[src/rtl/status_led_pattern_sequencer_macros.svh]
// ----------------------------------------------------------------------------
// Status LED pattern sequencer assertion macros
// Shared concurrent assertion forms, compiled out for synthesis.
// ----------------------------------------------------------------------------
`ifndef STATUS_LED_PATTERN_SEQUENCER_MACROS_SVH
`define STATUS_LED_PATTERN_SEQUENCER_MACROS_SVH

`ifndef SYNTHESIS

`define SLPS_ASSERT(lbl, clk, rst_n, prop, msg) \
  lbl: assert property (@(posedge clk) disable iff (!rst_n) (prop)) else $error(msg);

`define SLPS_ASSERT_NEXT(lbl, clk, rst_n, pre, post, msg) \
  lbl: assert property (@(posedge clk) disable iff (!rst_n) (pre) |=> (post)) \
    else $error(msg);

`else

`define SLPS_ASSERT(lbl, clk, rst_n, prop, msg)

`define SLPS_ASSERT_NEXT(lbl, clk, rst_n, pre, post, msg)

`endif

`endif

[src/rtl/slps_pkg.sv]
// ----------------------------------------------------------------------------
// Status LED pattern sequencer package
// Types, codes, colors and the SOS step table shared by the sequencer.
// ----------------------------------------------------------------------------
package slps_pkg;

  localparam int unsigned TimeW     = 32;
  localparam int unsigned IntervalW = 16;
  localparam int unsigned StepW     = 5;
  localparam int unsigned DurW      = 11;
  localparam int unsigned ChanW     = 8;

  localparam logic [IntervalW-1:0] IntervalReset = 16'd100;
  localparam logic [StepW-1:0]     SosLastStep   = 5'd17;

  localparam logic [1:0] OP_TICK       = 2'd0;
  localparam logic [1:0] OP_SET_MODE   = 2'd1;
  localparam logic [1:0] OP_SET_ABSENT = 2'd2;

  typedef enum logic [1:0] {
    MODE_PROVISIONING = 2'd0,
    MODE_CONNECTING   = 2'd1,
    MODE_DISCOVERING  = 2'd2,
    MODE_STREAMING    = 2'd3
  } mode_e;

  typedef struct packed {
    logic [ChanW-1:0] blue;
    logic [ChanW-1:0] green;
    logic [ChanW-1:0] red;
  } color_t;

  typedef struct packed {
    logic             sensor_absent;
    logic [1:0]       device_mode;
    logic [TimeW-1:0] now_ms;
  } item_t;

  typedef struct packed {
    mode_e            mode;
    logic             sensor_missing;
    logic [TimeW-1:0] last_update_ms;
    logic             pulse_phase;
    logic [StepW-1:0] sos_step;
    logic [TimeW-1:0] sos_last_ms;
  } state_t;

  localparam color_t ColorBlueFull   = '{red: 8'd0,  green: 8'd0,  blue: 8'd10};
  localparam color_t ColorBlueDim    = '{red: 8'd0,  green: 8'd0,  blue: 8'd2};
  localparam color_t ColorRed        = '{red: 8'd10, green: 8'd0,  blue: 8'd0};
  localparam color_t ColorYellowFull = '{red: 8'd10, green: 8'd10, blue: 8'd0};
  localparam color_t ColorYellowDim  = '{red: 8'd2,  green: 8'd2,  blue: 8'd0};
  localparam color_t ColorGreen      = '{red: 8'd0,  green: 8'd10, blue: 8'd0};
  localparam color_t ColorPurple     = '{red: 8'd15, green: 8'd0,  blue: 8'd20};
  localparam color_t ColorOff        = '{red: 8'd0,  green: 8'd0,  blue: 8'd0};

  function automatic logic [DurW-1:0] sos_duration(input logic [StepW-1:0] step);
    logic [DurW-1:0] dur;
    case (step) inside
      5'd5, 5'd6, 5'd8, 5'd10, 5'd11: dur = 11'd600;
      5'd17:                          dur = 11'd1400;
      default:                        dur = 11'd200;
    endcase
    return dur;
  endfunction

  function automatic color_t sos_color(input logic [StepW-1:0] step);
    return step[0] ? ColorOff : ColorPurple;
  endfunction

endpackage

[src/rtl/slps_step.sv]
// ----------------------------------------------------------------------------
// Status LED pattern sequencer step logic
// Computes the next sequencer state and the optional color for one word.
// ----------------------------------------------------------------------------
module slps_step (
  input  logic [1:0]                     opcode_i,
  input  slps_pkg::item_t                item_i,
  input  slps_pkg::state_t               state_i,
  input  logic [slps_pkg::IntervalW-1:0] interval_i,
  output slps_pkg::state_t               state_o,
  output logic                           emit_o,
  output slps_pkg::color_t               color_o
);
  import slps_pkg::*;

  mode_e            mode;
  logic             do_tick;
  logic [StepW-1:0] sos_idx;
  logic [TimeW-1:0] sos_elapsed;
  logic [TimeW-1:0] mode_elapsed;
  logic             sos_due;
  logic             mode_due;

  assign mode    = (opcode_i == OP_SET_MODE) ? mode_e'(item_i.device_mode) : state_i.mode;
  assign do_tick = (opcode_i == OP_TICK) || (opcode_i == OP_SET_MODE);
  assign sos_idx = (state_i.sos_step <= SosLastStep) ? state_i.sos_step : '0;

  assign sos_elapsed  = item_i.now_ms - state_i.sos_last_ms;
  assign mode_elapsed = item_i.now_ms - state_i.last_update_ms;
  assign sos_due  = sos_elapsed >= {{(TimeW-DurW){1'b0}}, sos_duration(sos_idx)};
  assign mode_due = mode_elapsed >= {{(TimeW-IntervalW){1'b0}}, interval_i};

  always_comb begin
    state_o      = state_i;
    state_o.mode = mode;
    emit_o       = 1'b0;
    color_o      = ColorOff;
    unique case (opcode_i) inside
      OP_TICK, OP_SET_MODE: begin
        if (state_i.sensor_missing) begin
          if (sos_due) begin
            emit_o              = 1'b1;
            color_o             = sos_color(sos_idx);
            state_o.sos_last_ms = item_i.now_ms;
            state_o.sos_step    = (sos_idx == SosLastStep) ? '0 : sos_idx + 5'd1;
          end
        end else if (mode_due) begin
          emit_o                 = 1'b1;
          state_o.last_update_ms = item_i.now_ms;
          unique case (mode)
            MODE_PROVISIONING: begin
              state_o.pulse_phase = ~state_i.pulse_phase;
              color_o = state_i.pulse_phase ? ColorBlueDim : ColorBlueFull;
            end
            MODE_CONNECTING: color_o = ColorRed;
            MODE_DISCOVERING: begin
              state_o.pulse_phase = ~state_i.pulse_phase;
              color_o = state_i.pulse_phase ? ColorYellowDim : ColorYellowFull;
            end
            MODE_STREAMING: color_o = ColorGreen;
            default: color_o = ColorOff;
          endcase
        end
      end
      OP_SET_ABSENT: begin
        state_o.sensor_missing = item_i.sensor_absent;
        state_o.sos_step       = '0;
        state_o.sos_last_ms    = '0;
      end
      default: state_o = state_i;
    endcase
    if (!do_tick && opcode_i != OP_SET_ABSENT) begin
      state_o = state_i;
    end
  end

endmodule

[src/rtl/status_led_pattern_sequencer.sv]
// ----------------------------------------------------------------------------
// Status LED pattern sequencer
// Turns timestamped event words into RGB colors for one status LED.
// ----------------------------------------------------------------------------
// The block takes one event word per clock while the input is not stalled, and
// answers it with at most one color word: the word is captured in an input
// register, evaluated combinationally against the sequencer state, and the
// color lands in an output register. A full output register that is not
// being taken holds the evaluation stage, and a held evaluation stage with a
// waiting word stalls the input.
`include "status_led_pattern_sequencer_macros.svh"

module status_led_pattern_sequencer (
  input  logic                           clk_i,
  input  logic                           rst_ni,
  input  logic                           cfg_we_i,
  input  logic [slps_pkg::IntervalW-1:0] cfg_wdata_i,
  input  logic                           s_axis_tvalid,
  output logic                           s_axis_tready,
  input  logic [39:0]                    s_axis_tdata,  // now_ms, device_mode, sensor_absent, pad
  input  logic [1:0]                     s_axis_tuser,  // opcode
  output logic                           m_axis_tvalid,
  input  logic                           m_axis_tready,
  output logic [23:0]                    m_axis_tdata   // red, green, blue
);
  import slps_pkg::*;

  logic [IntervalW-1:0] interval_q;
  logic                 in_valid_q;
  logic [1:0]           opcode_q;
  item_t                item_q;
  state_t               state_q;
  state_t               state_d;
  logic                 out_valid_q;
  color_t               color_q;
  logic                 emit;
  color_t               color;
  logic                 fire;

  assign fire          = in_valid_q && (!out_valid_q || m_axis_tready);
  assign s_axis_tready = !in_valid_q || fire;

  always_ff @(posedge clk_i or negedge rst_ni) begin
    if (!rst_ni) begin
      interval_q <= IntervalReset;
    end else if (cfg_we_i) begin
      interval_q <= cfg_wdata_i;
    end
  end

  always_ff @(posedge clk_i or negedge rst_ni) begin
    if (!rst_ni) begin
      in_valid_q <= 1'b0;
    end else if (s_axis_tready) begin
      in_valid_q <= s_axis_tvalid;
    end
  end

  always_ff @(posedge clk_i) begin
    if (s_axis_tready && s_axis_tvalid) begin
      opcode_q <= s_axis_tuser;
      item_q   <= s_axis_tdata[$bits(item_t)-1:0];
    end
  end

  slps_step u_step (
    .opcode_i   (opcode_q),
    .item_i     (item_q),
    .state_i    (state_q),
    .interval_i (interval_q),
    .state_o    (state_d),
    .emit_o     (emit),
    .color_o    (color)
  );

  always_ff @(posedge clk_i or negedge rst_ni) begin
    if (!rst_ni) begin
      state_q     <= '{mode: MODE_PROVISIONING, default: '0};
      out_valid_q <= 1'b0;
    end else begin
      if (fire) begin
        state_q     <= state_d;
        out_valid_q <= emit;
      end else if (m_axis_tready) begin
        out_valid_q <= 1'b0;
      end
    end
  end

  always_ff @(posedge clk_i) begin
    if (fire && emit) begin
      color_q <= color;
    end
  end

  assign m_axis_tvalid = out_valid_q;
  assign m_axis_tdata  = color_q;

  `SLPS_ASSERT(a_step_range, clk_i, rst_ni, state_q.sos_step <= SosLastStep,
               "SOS step out of range")
  `SLPS_ASSERT(a_stall_only_full, clk_i, rst_ni, !s_axis_tready |-> in_valid_q,
               "input stalled with empty input register")
  `SLPS_ASSERT_NEXT(a_absent_clears, clk_i, rst_ni, fire && opcode_q == OP_SET_ABSENT,
                    state_q.sos_step == '0 && state_q.sos_last_ms == '0,
                    "sensor absent write did not clear SOS timing")
  `SLPS_ASSERT_NEXT(a_idle_state, clk_i, rst_ni, !fire, state_q == $past(state_q),
                    "state changed without an evaluated word")

endmodule

[config.mk]
export PLATFORM = sky130hd
export DESIGN_NAME = status_led_pattern_sequencer
export DESIGN_NICKNAME = d
export VERILOG_FILES = /design/src/rtl/slps_pkg.sv /design/src/rtl/slps_step.sv /design/src/rtl/status_led_pattern_sequencer.sv
export VERILOG_INCLUDE_DIRS = /design/src /design/src/rtl
export SDC_FILE = /design/constraint.sdc
export NUM_CORES = 1
export LEC_CHECK = 0
export BUFFER_PORTS_ARGS = -buffer_cell sky130_fd_sc_hd__buf_2
export CORE_ASPECT_RATIO = 1.4
export CORE_MARGIN = 1.5
export CORE_UTILIZATION = 66
export CTS_CLUSTER_DIAMETER = 50
export DETAILED_ROUTE_END_ITERATION = 6
export PLACE_DENSITY = 0.86
export SYNTH_ARGS = -nofsm -noshare
export SYNTH_HDL_FRONTEND = slang
export SYNTH_SLANG_ARGS = --single-unit
[constraint.sdc]
create_clock -name clk_i -period 8.55 [get_ports clk_i]
set_input_delay 0.4275 -clock clk_i [delete_from_list [all_inputs] [get_ports clk_i]]
set_output_delay 0.4275 -clock clk_i [all_outputs]
set_load 0.01 [all_outputs]
==> results of run 1 <==
## worst max-delay path: stages (launching register included)
cell	delay [ns]
edfxtp_1	0.43
inv_1	0.12
ha_1	0.19
inv_1	0.06
fa_1	0.39
a21oi_1	0.20
o21ai_0	0.19
a21oi_1	0.37
o31ai_1	0.14
xor2_1	0.17
ha_1	0.31
a21o_1	0.19
a221oi_1	0.26
o211ai_1	0.13
nor3_1	0.19
nand4b_1	0.12
nor4_1	0.28
nand4_1	0.18
o31ai_4	0.55
nor2_4	0.04
buf_4	0.30
or2_1	0.41
## registers in the layout (all words and copies together) (netlist names)
| name | cells |
|---|---|
| opcode_q | 2 |
| interval_q | 16 |
| m_axis_tdata | 7 |
| in_valid_q | 1 |
| m_axis_tvalid | 1 |
| state_q | 73 |
| item_q | 35 |
## what timing repair did
action,4_1_cts,5_1_grt
resized for setup,0,0
hold buffers,1,0
buffers inserted,0,0
endpoints found under the hold margin,22,0
## cell families (layout without fill, tap and decap cells)
logic type,after synthesis,after routing,share of synthesized area
flops,135,135,0.3629
other cells,1,14,0.0003778
fa+ha+maj,93,93,0.1187
mux,41,41,0.04210
xor+xnor,39,39,0.03441
buf+inv,191,242,0.08093
simple gates,334,334,0.1552
compound gates,317,317,0.2053
## final timing paths
check,cells after the start,end,slack (ns)
max in group asynchronous,3,state_q[33],6.92
hold reg to reg,1,state_q[70],0.49
min in group asynchronous,2,state_q[68],0.45
hold / removal,1,item_q[30],0.17
setup reg to reg,21,m_axis_tdata[17],3.03
setup / recovery,21,m_axis_tdata[17],3.03
## layout make-up
cell class | instances | share of cell area
sequential | 135 | 0.3294
tap | 189 | 0.02163
multi-input combinational | 838 | 0.5099
clock inverter | 15 | 0.01762
timing repair buffer | 75 | 0.03616
clock buffer | 17 | 0.03891
inverter | 135 | 0.04634
## power breakdown
group          switching, mW  leakage (nW)  internal [mW]  total (mW)
clock network          0.308         0.306          0.467       0.774
registers              0.104          1.54          0.873       0.977
logic                   1.42          3.16          0.954        2.38
total                   1.83          5.01           2.29        4.13
## placed cells by master (no fill, tap or decap), types with 5 or more instances in the layout
master / count
conb_1: 14
o21a_1: 13
nor4_1: 6
o21ai_0: 101
o21ai_1: 5
or3_1: 10
a21oi_1: 71
xor2_1: 17
a21boi_0: 6
xnor2_1: 22
ha_1: 91
buf_4: 6
nand2_1: 150
buf_2: 68
nor2_1: 58
o211ai_1: 9
nand2b_1: 9
clkbuf_16: 17
mux2i_1: 35
o311ai_0: 5
nor2b_1: 15
o31ai_1: 6
a31oi_1: 8
edfxtp_1: 44
o21bai_1: 5
or2_2: 5
a22oi_1: 6
nand4_1: 21
inv_1: 135
a21o_1: 26
nor3_1: 22
dfrtp_1: 88
a211oi_1: 10
nand3_1: 20
## per-layer routing
layer | wire length [um] | track usage | vias to the layer above
met3 | 1044 | 0.04733 | 58
met4 | 815 | 0.1347 | 0
met1 | 9556 | 0.3605 | 3895
met2 | 11990 | 0.5436 | 265
met5 | 0 | 0 | -
li1 | - | - | 4136
## stage by stage
step | hold slack [ns] | cells | worst slack [ns] | util
final | 0.1672 | 1404 | 3.029 | 0.7503
after global placement | 0.3565 | 1371 | 3.250 | 0.7072
after CTS | 0.1599 | 1404 | 3.049 | 0.7503
after detailed placement | 0.3603 | 1371 | 3.113 | 0.7072
after floorplan | 0.1319 | 1164 | 4.155 | -
after global routing | 0.1600 | 1404 | 2.574 | 0.7503
==> metrics.txt, run 1 <==
root buf cell=clkbuf_16; Sum Neg Setup Slack=0 ns; Cell variety after synth=71; H-tree Lvls=4; WL/cell=16.67 um; critical path class=flip-flop to flip-flop; Async SR Flop Fraction=0.6741; warnings from Yosys=0; initial antenna violation count=0; status=completed; IO Pins=89; startpoint types=flip-flop; Hold Vio Cnt, Final=0; Finish-stage setup viols=0; Inserted Clock Buffers=17; Worst-Skew Late Latency=0.43 ns; #FFs+latches synth=135; ANT nets after route=0; reg2reg start=item_q[0]; sequential share of the synthesized area=0.3629; largest net degree at the start of global routing=67; via count=8354; Tmin final=5.521 ns; Post-synth EDFFs=44; Mapped Avg Cell Area=8.624 um^2; RD Place Congestion=0.9596; die area=15790 um^2; Worst slew margin=0.3505; final worst-path cycle share=0.6457; CP arrival=5.67 ns; Post-synth top cells=nand2_1, inv_1, o21ai_0, ha_1, dfrtp_1; Tot Pwr=4.128 mW; Max VDD drop=0.0002039 V; vias in the first global route=8173; design area=10930 um^2; DR vias/cell=5.950; post-place instance area=10310 um^2; die height=148.1 um; crit path launch=item_q[0]; Area contributors post-synth=dfrtp_1, edfxtp_1, ha_1; CP Data Required Time=8.70 ns; DIE WIDTH=106.6 um; fin. max-slew vios=0; Tightest Hold Check Type=input port to flip-flop; n_diodes=0; DRT Wirelength=23.40 mm; register area=3602 um^2; Clock Tree Buf Depth=2; Starting Density=0.6811; Synth Instances=1151; Pre-Repair DR Iteration Count=6; Crit. End Element=flip-flop; # port buffers=69; Least-Margin Pin Slew=0.9742 ns; initial drt markers=553; clock skew=0.006702 ns; Row Count=52; hold path startpoint=s_axis_tdata[30]; area growth from synthesis to layout=10.16%; CTS sink cnt=135; CTS tree=yes; fillcell total=1089; CP Max Fanout=33; Leakage=5.008 nW; gr ovfl total=0; Clock transition at path regs=0.06 ns; Post-route DRC=0; Max Clk Rate=181.1 MHz; Final HPWL DP=17.44 mm; cell taking the most area after synthesis=dfrtp_1; layout cells sized above 1=0.1095; all-layer global routing usage=0.3050; most common cell in the synthesized netlist=nand2_1; synthesized cell area=9926 um^2; fin nets=1358; RSZ-0062 raised after global routing=false; area of the core=14570 um^2; MaxCap Viol Count=0; dominant synthesized flop cell=dfrtp_1; multi-input logic area=5575 um^2; global-route wire length before repair=38.13 mm; Synth top area share=0.2219; power density over the cells=377.5 nW/um^2
No activity file was read; power rests on OpenSTA's default activity.
==> run 2: changes to the inputs <==
Settings changed: ABC_AREA set to 1, CORE_UTILIZATION 66 to 62, PLACE_DENSITY 0.86 to 0.81.
Clock period 8.55 ns to 5.2 ns, I/O delays scaled along.
==> run 2 against run 1 <==
Sequential share of layout area shrank 2.5 points. Non-clock buffer count increased by 2. Critical path depth unchanged. Synthesized cell count increased by 39%. Synthesized area increased by 9.0%. Sequential cell count is the same. Clock skew up 0.0055 ns. Critical endpoint is now state_q[20].
==> metrics.txt, run 2 <==
largest net degree at the start of global routing=75; most frequent cells in the layout=nand2_1, inv_1, nand3_1; hold depth=1; Row Count=57; #FFs+latches synth=135; Worst slew margin=0.3600; initial antenna violation count=0; Clock Tree Buf Depth=2; WL/cell=14.23 um; post_cts resized=0; Leakage=6.602 nW; DIE WIDTH=114.7 um; Post-route DRC=0; cell taking the most area after synthesis=dfrtp_1; slowest CP cell=dfrtp_1; warnings from Yosys=0; cell depth of the worst setup path=21; Crit. End Element=flip-flop; status=completed; gr ovfl total=0; Synth Instances=1602; most common cell after layout, fill and taps aside=nand2_1; n_diodes=0; Worst-Skew Late Latency=0.42 ns; die area=18260 um^2; area growth from synthesis to layout=9.332%; Hold Vio Cnt, Final=0; layout cells sized above 1=0.08848; die height=159.3 um; Starting Density=0.6295; Mapped Avg Cell Area=6.754 um^2; met2 routed WL=14.02 mm; via count=10050; max FFs per register=73; RD Place Congestion=0.9372; root buf cell=clkbuf_16; Util after Layout=0.6883; fin. max-slew vios=0; Area contributors post-synth=dfrtp_1, nand2_1, edfxtp_1; Max Clk Rate=252.6 MHz; # port buffers=69; setup bufs post-CTS=0; Post-Synth Simple-Gate Area=0.3497; ANT nets after route=0; hold buffers post-CTS=1; Synth Area in Compound Gates=0.06048; CP Cell Sequence=nor2_1 -> a21oi_1 -> nor2_1 -> inv_1 -> ha_1 -> nor2_1 -> nand2_1 -> a32oi_1 -> nand2_1 -> ha_1 -> o21ai_0 -> a21oi_1 -> a21oi_1 -> nor2_1 -> nor2_1 -> nand2_2 -> nand3_4 -> buf_4 -> inv_6 -> nand2_1 -> nand2_1; met3 wire len=988 um; DRT Wirelength=27.32 mm; Post-Synth XOR/XNOR Area=0.01943; dominant synthesized flop cell=dfrtp_1; MaxCap Viol Count=0; initial drt markers=738; CP Max Fanout=32; Inserted Clock Buffers=17; RSZ-0062 raised after global routing=false; WP buf/inv=3; mux contribution to synthesized area=0.001041; most common cell in the synthesized netlist=nand2_1; largest family of logic cells by synthesized area=simple AND/OR/NAND/NOR gates; Finish-stage setup viols=0; largest register by flop count=state_q; crit-path most repeated cell=nor2_1; synthesized cell area=10820 um^2; clock skew=0.01219 ns; Max VDD drop=0.0002806 V; worst r2r path cells=21; largest registers=state_q: 73 flops, item_q: 35 flops, interval_q: 16 flops; Post-synth top cells=nand2_1, inv_1, nand3_1, nor2_1, ha_1; final worst-path cycle share=0.7612; sequential share of the synthesized area=0.3329; Largest delay share family, worst path=simple AND/OR/NAND/NOR gates; critical path class=flip-flop to flip-flop; Pre-Repair DR Iteration Count=5; fillcell total=1528; vias in the first global route=9812; power density over the cells=547.9 nW/um^2; area of the core=17190 um^2; worst stage delay on the critical path=0.41 ns; fin nets=1827; Post-synth EDFFs=44; Sum Neg Setup Slack=0 ns; CP Data Required Time=5.55 ns; Post-Synth Adder-Cell Area=0.1089; all-layer global routing usage=0.3116; Least-Margin Pin Slew=0.9600 ns; Tmin final=3.958 ns; wire length on met1=11.37 mm; Final HPWL DP=21.37 mm; Clock transition at path regs=0.07 ns; Cell variety after synth=45; DR vias/cell=5.234; startpoint types=flip-flop; flop2flop setup slack=1.24 ns; Tightest Hold Check Type=input port to flip-flop; Synth top area share=0.2035; CTS tree=yes; global-route wire length before repair=45.13 mm; CTS sink cnt=135; IO Pins=89; Top Layer Used=met4; CP arrival=4.31 ns; H-tree Lvls=4; Async SR Flop Fraction=0.6741
-- run 2: logic make-up after synthesis --
group           count (synthesis)
simple gates                  901
buf+inv                       322
flops                         135
compound gates                125
fa+ha+maj                      93
xor+xnor                       24
other cells                     1
mux                             1
-- run 2: cell type report --
cell class / count / area, um^2 / area share
multi-input cells: 1158 / 5896 / 0.4984
flip-flops and latches: 135 / 3602 / 0.3045
repair buffers: 77 / 412.9 / 0.03490
inverters: 282 / 1064 / 0.08990
well taps: 236 / 295.3 / 0.02496
clock buffers: 18 / 429.2 / 0.03628
clock inverters: 14 / 131.4 / 0.01111
-- run 2: final timing paths --
check                           endpoint              from
setup / recovery             state_q[20]       state_q[33]
hold / removal                item_q[27]  s_axis_tdata[27]
setup reg to reg             state_q[20]       state_q[33]
hold reg to reg              state_q[41]       state_q[41]
max in group asynchronous  m_axis_tvalid            rst_ni
min in group asynchronous  interval_q[0]            rst_ni
-- run 2: metal layers --
metal / GRT usage / vias to the layer above
li1: - / 5117
met1: 0.3717 / 4591
met2: 0.5623 / 266
met3: 0.03312 / 76
met4: 0.1313 / 0
met5: 0 / -
-- run 2: metrics by stage --
step                      setup slack, ns  instances  total power [mW]  hold slack (ns)  area (um^2)
after CTS                           1.175       1919             6.459         0.006507        11820
after floorplan                     1.963       1615             4.435         -0.03559        10870
final                               1.242       1920             6.482         0.008522        11830
after global routing               0.8015       1920             7.106         0.005884        11830
after global placement              1.314       1886             5.134           0.1444        11250
after detailed placement            1.233       1886             5.267           0.1483        11250
-- run 2: power breakdown --
part / total [mW] / switching [mW] / internal (mW)
registers: 1.60 / 0.191 / 1.41
logic: 3.72 / 2.40 / 1.32
clock network: 1.17 / 0.533 / 0.632
total: 6.48 / 3.12 / 3.36
